<file path="config.mk">
export PLATFORM = sky130hd
export DESIGN_NAME = cdb_face_unit
export DESIGN_NICKNAME = d
export VERILOG_FILES = /design/src/rtl/cdb_pkg.sv /design/src/rtl/cdb_face_unit.sv
export SDC_FILE = /design/constraint.sdc
export NUM_CORES = 1
export LEC_CHECK = 0
export ABC_AREA = 1
export BUFFER_PORTS_ARGS = -buffer_cell sky130_fd_sc_hd__buf_2
export CORE_AREA = 2 2 90 136
export CTS_CLUSTER_DIAMETER = 60
export DETAILED_ROUTE_END_ITERATION = 6
export DIE_AREA = 0 0 92 138
export GPL_ROUTABILITY_DRIVEN = 0
export PLACE_DENSITY = 0.79
export SLEW_MARGIN = 20
export SYNTH_ARGS = -nofsm -noshare
export SYNTH_HDL_FRONTEND = slang
export SYNTH_SLANG_ARGS = --single-unit
export TNS_END_PERCENT = 5
</file>
<file path="constraint.sdc">
create_clock -name aclk -period 2.64 [get_ports aclk]
set_input_delay 0.132 -clock aclk [delete_from_list [all_inputs] [get_ports aclk]]
set_output_delay 0.132 -clock aclk [all_outputs]
set_load 0.03 [all_outputs]
</file>
<file path="src/rtl/cdb_pkg.sv">
// ----------------------------------------------------------------------------
// cdb_pkg
// Shared types and constants for the cube domain bounds and face counter.
// ----------------------------------------------------------------------------
`default_nettype none

package cdb_pkg;

    localparam int MAX_CUBES = 1024;
    localparam int IDX_W     = $clog2(MAX_CUBES);
    localparam int CNT_W     = IDX_W + 1;

    localparam int COORD_W = 31;
    localparam int EDGE_W  = 30;
    localparam int TOL_W   = 30;
    localparam int EXT_W   = 32;
    localparam int DIFF_W  = 34;

    localparam int N_AXES  = 3;
    localparam int N_TESTS = 2 * N_AXES;
    localparam int TAG_W   = 3;

    localparam int S_TDATA_W = 128;
    localparam int M_TDATA_W = 256;

    localparam logic signed [EXT_W-1:0] LOW_RESET  = {1'b0, {(EXT_W-1){1'b1}}};
    localparam logic signed [EXT_W-1:0] HIGH_RESET = {1'b1, {(EXT_W-1){1'b0}}};
    localparam logic [TOL_W-1:0]        TOL_RESET  = TOL_W'(1);

    localparam logic [TAG_W-1:0] LAST_TEST = TAG_W'(N_TESTS - 1);

    typedef struct packed {
        logic [EDGE_W-1:0]         edge_len;
        logic signed [COORD_W-1:0] z;
        logic signed [COORD_W-1:0] y;
        logic signed [COORD_W-1:0] x;
    } cube_t;

    typedef struct packed {
        logic                      valid;
        logic [TAG_W-1:0]          tag;
        logic signed [COORD_W-1:0] coord;
        logic [EDGE_W-1:0]         edge_len;
        logic signed [EXT_W-1:0]   bound;
    } face_req_t;

    typedef struct packed {
        logic             valid;
        logic [TAG_W-1:0] tag;
        logic             hit;
    } face_rsp_t;

    typedef enum logic [4:0] {
        ST_IDLE = 5'b00001,
        ST_UPD  = 5'b00010,
        ST_RD   = 5'b00100,
        ST_TEST = 5'b01000,
        ST_DONE = 5'b10000
    } state_t;

endpackage

`default_nettype wire

</file>
<file path="src/rtl/cdb_face_unit.sv">
// ----------------------------------------------------------------------------
// cdb_face_unit
// Shared face test: |coord + edge - bound| < tolerance, with a registered difference.
// ----------------------------------------------------------------------------
`default_nettype none

module cdb_face_unit (
    input  wire logic                     aclk,
    input  wire logic                     aresetn,
    input  wire cdb_pkg::face_req_t       req,
    input  wire logic [cdb_pkg::TOL_W-1:0] tolerance,
    output cdb_pkg::face_rsp_t            rsp
);

    logic signed [cdb_pkg::DIFF_W-1:0] diff_next;
    logic signed [cdb_pkg::DIFF_W-1:0] diff_reg;
    logic [cdb_pkg::TAG_W-1:0]         tag_reg;
    logic                              valid_reg;
    logic signed [cdb_pkg::DIFF_W-1:0] tol_pos;
    logic signed [cdb_pkg::DIFF_W-1:0] tol_neg;

    assign diff_next = cdb_pkg::DIFF_W'(req.coord)
                     + $signed({{(cdb_pkg::DIFF_W-cdb_pkg::EDGE_W){1'b0}}, req.edge_len})
                     - cdb_pkg::DIFF_W'(req.bound);

    always_ff @(posedge aclk) begin
        if (!aresetn) begin
            valid_reg <= 1'b0;
        end else begin
            valid_reg <= req.valid;
        end
    end

    always_ff @(posedge aclk) begin
        diff_reg <= diff_next;
        tag_reg  <= req.tag;
    end

    assign tol_pos = $signed({{(cdb_pkg::DIFF_W-cdb_pkg::TOL_W){1'b0}}, tolerance});
    assign tol_neg = -tol_pos;

    assign rsp.valid = valid_reg;
    assign rsp.tag   = tag_reg;
    assign rsp.hit   = (diff_reg < tol_pos) && (diff_reg > tol_neg);

endmodule

`default_nettype wire

</file>
==> metrics.md <==
| Metric | Value |
|---|---|
| DRC viols | `0` |
| Synth top area share | `19.9%` |
| FP Rows | `49` |
| F_max | `0.378 GHz` |
| Multi-input gate area | `0.00468 mm²` |
| Clk root buf | `clkbuf_16` |
| Fill cells | `1093` |
| Final Setup Violations | `1` |
| Synth top area cells | `ha_1 20%, nand2_1 15%, inv_1 13%` |
| Crit. End Element | `primary output` |
| MaxCap Viol Count | `0` |
| Setup TNS | `-4.95 ps` |
| Core Box Area | `0.0116 mm²` |
| Die ar. | `0.0127 mm²` |
| Final hold slack | `20.6 ps` |
| Initial core utilization | `53.4%` |
| Critical Path RT | `2510 ps` |
| Most common cell in the netlist | `nand2_1` |
| Final Cycle Share | `100%` |
| Worst vdd ir | `235 µV` |
| Synthesized area per cell | `6.35 µm²` |
| GRT Overall Usage | `25.2%` |
| Largest net degree at the start of global routing | `11` |
| Hold Crit Class | `input port to register` |
| H-tree Lvls | `2` |
| Post-Layout Cell Count | `1309` |
| Max reg flops | `33` |
| Startpoint Class | `input port` |
| Dpl cells | `1295` |
| Post-synth top flop | `dfxtp_1` |
| N_diodes | `0` |
| Async SR Flop Fraction | `0%` |
| WS Path Type | `input port to primary output` |
| Result of the run | `finished, violations left` |
| Via Count | `6549` |
| Io pins | `134` |
| Iter 0 DRT Violations | `207` |
| Slew Limit Fails | `0` |
| DRT Pass-1 Iters | `5` |
| Fin crit period | `2640 ps` |
| Largest area contributor in the synthesized netlist | `ha_1` |
| Sequential fraction of the synthesis area | `11.9%` |
| Leakage | `0.00454 µW` |
| Clock-pin slew on the worst setup and hold paths | `50 ps` |
| Clock sinks | `37` |
| Die H | `138 µm` |
| Antenna viol nets, final | `0` |
| Remaining global-route overflow | `0` |
| Wire per inst | `11.8 µm` |
| Synthesized Nets | `1237` |
| Hold Violations, Final | `0` |
| TritonCTS buffer count | `5` |
| Failing checks | `negative setup slack` |
| CP arrival | `2510 ps` |
| Max Root-Sink Buffers | `2` |
| Least-Margin Pin Slew | `368 ps` |
| RSZ-0062 raised after global routing | `true` |
| Routed WL | `15500 µm` |
| Initial antenna violation count | `0` |
| Post-synth EDFFs | `0` |
| Mapped Cells | `979` |
| Synth unique cells | `33` |
| DR vias/cell | `5.00` |
| Register area | `741 µm²` |
| Number of global-route vias before repair | `6377` |
| Share of layout cells above drive strength 1 | `19.4%` |
| First-pass GRT wire length | `26500 µm` |
| I/O Buffers | `133` |
| YS warnings | `0` |
| Post-DP HPWL | `13500 µm` |
| Die W | `92 µm` |
| Register bit count reported by yosys | `37` |
| Power per cell area | `514 mW/mm²` |
| Worst Path Max Fanout | `3` |
| Setup ws final | `-4.95 ps` |
| Nets | `1415` |
| Post-Syn Area | `0.00622 mm²` |
| CTS tree | `yes` |
| Area Growth Syn to Fin | `22.2%` |
| Max transition margin | `75.3%` |
| Top cells by count, synth | `248 x nand2_1, 223 x inv_1, 99 x ha_1, 95 x nor2_1, 59 x a21oi_1` |
cell families (layout without fill, tap and decap cells):
| family | count (synthesis) | after routing | synth area share [%] |
|---|---|---|---|
| AND/OR/NAND/NOR | 442 | 442 | 30.8 |
| AO/OA/AOI/OAI | 104 | 104 | 8.88 |
| XOR/XNOR | 33 | 33 | 4.65 |
| flip-flops | 37 | 37 | 11.9 |
| adder cells (fa/ha/maj) | 129 | 129 | 29.6 |
| buffers and inverters | 234 | 411 | 14.2 |
area by class of cell:
type	count	share of cell area, %
multi-input cells	708	61.6
repair buffers	172	12.8
inverters	233	11.6
flip-flops and latches	37	9.75
well taps	153	2.52
clock buffers	5	1.65
clock inverters	1	0.0659
per-layer routing:
metal,GRT usage (%),wire (µm),vias to the layer above
met1,28.2,6200,2919
met2,47.2,8000,192
met3,1.91,569,49
met4,12.2,707,0
li1,-,-,3389
met5,0,0,-
power breakdown:
| group | switching (µW) | internal [µW] | leakage (µW) | total, µW |
|---|---|---|---|---|
| logic | 1420 | 964 | 0.00417 | 2390 |
| registers | 185 | 792 | 0.000312 | 977 |
| clock network | 204 | 336 | 0.0000655 | 540 |
what timing repair did:
item                       4_1_cts  5_1_grt
setup endpoints to repair        1        1
hold endpoints to repair         3        0
hold buffers                     3        0
resized for setup               12       18
setup buffers                    5        0
pin swaps                        7        4
stage by stage:
step	util, %	area, µm²	total power [µW]	setup slack [ps]
final	65.2	7600	3900	-4.95
after global routing	65.2	7600	4380	-227
after CTS	64.7	7540	3880	-28.9
after detailed placement	62.7	7300	3300	-137
after global placement	62.7	7300	3240	-55.0
after floorplan	-	6220	2640	65.9
path summary, 6_finish.rpt:
check / start / end / slack (ps) / depth (start not counted)
worst max-delay path: tolerance[1] / rsp[0] / -5 / 21
worst min-delay path: req[96] / valid_reg / 20 / 3
placed cells by master (no fill, tap or decap), types with 2 or more instances in the layout:
cell and instances:
nand2_1 245, inv_1 222, buf_2 132, ha_1 98
nor2_1 88, a21oi_1 59, nand3_1 46, dfxtp_1 37
buf_4 35, xor2_1 31, fa_1 30, o21ai_0 26
nor3_1 11, nor2_2 10, nand4_1 9, inv_2 8
a21o_1 8, nor4_1 6, nor3_2 6, o21ai_1 5
nand2_2 5, clkbuf_16 5, nor2_4 4, clkinv_2 3
o21ai_2 3, nand3b_1 3, nand3_4 3, dlygate4sd3_1 3
xnor2_1 2, a21boi_0 2, buf_6 2
critical path: stages:
cell and delay [ps]:
buf_2 100, clkinv_2 70, ha_2 190, nand3_2 90, inv_2 80, nand4_1 100, nand3b_4 220, buf_6 160
nor2_2 100, xor2_1 90, ha_1 270, nand2_1 50, nor2_2 120, nand2_1 70, nor2_2 120, buf_4 120
nand2_1 60, nand3_1 80, nand2_1 50, nor2_1 70, buf_4 160
(Power assumes the default switching activity.)
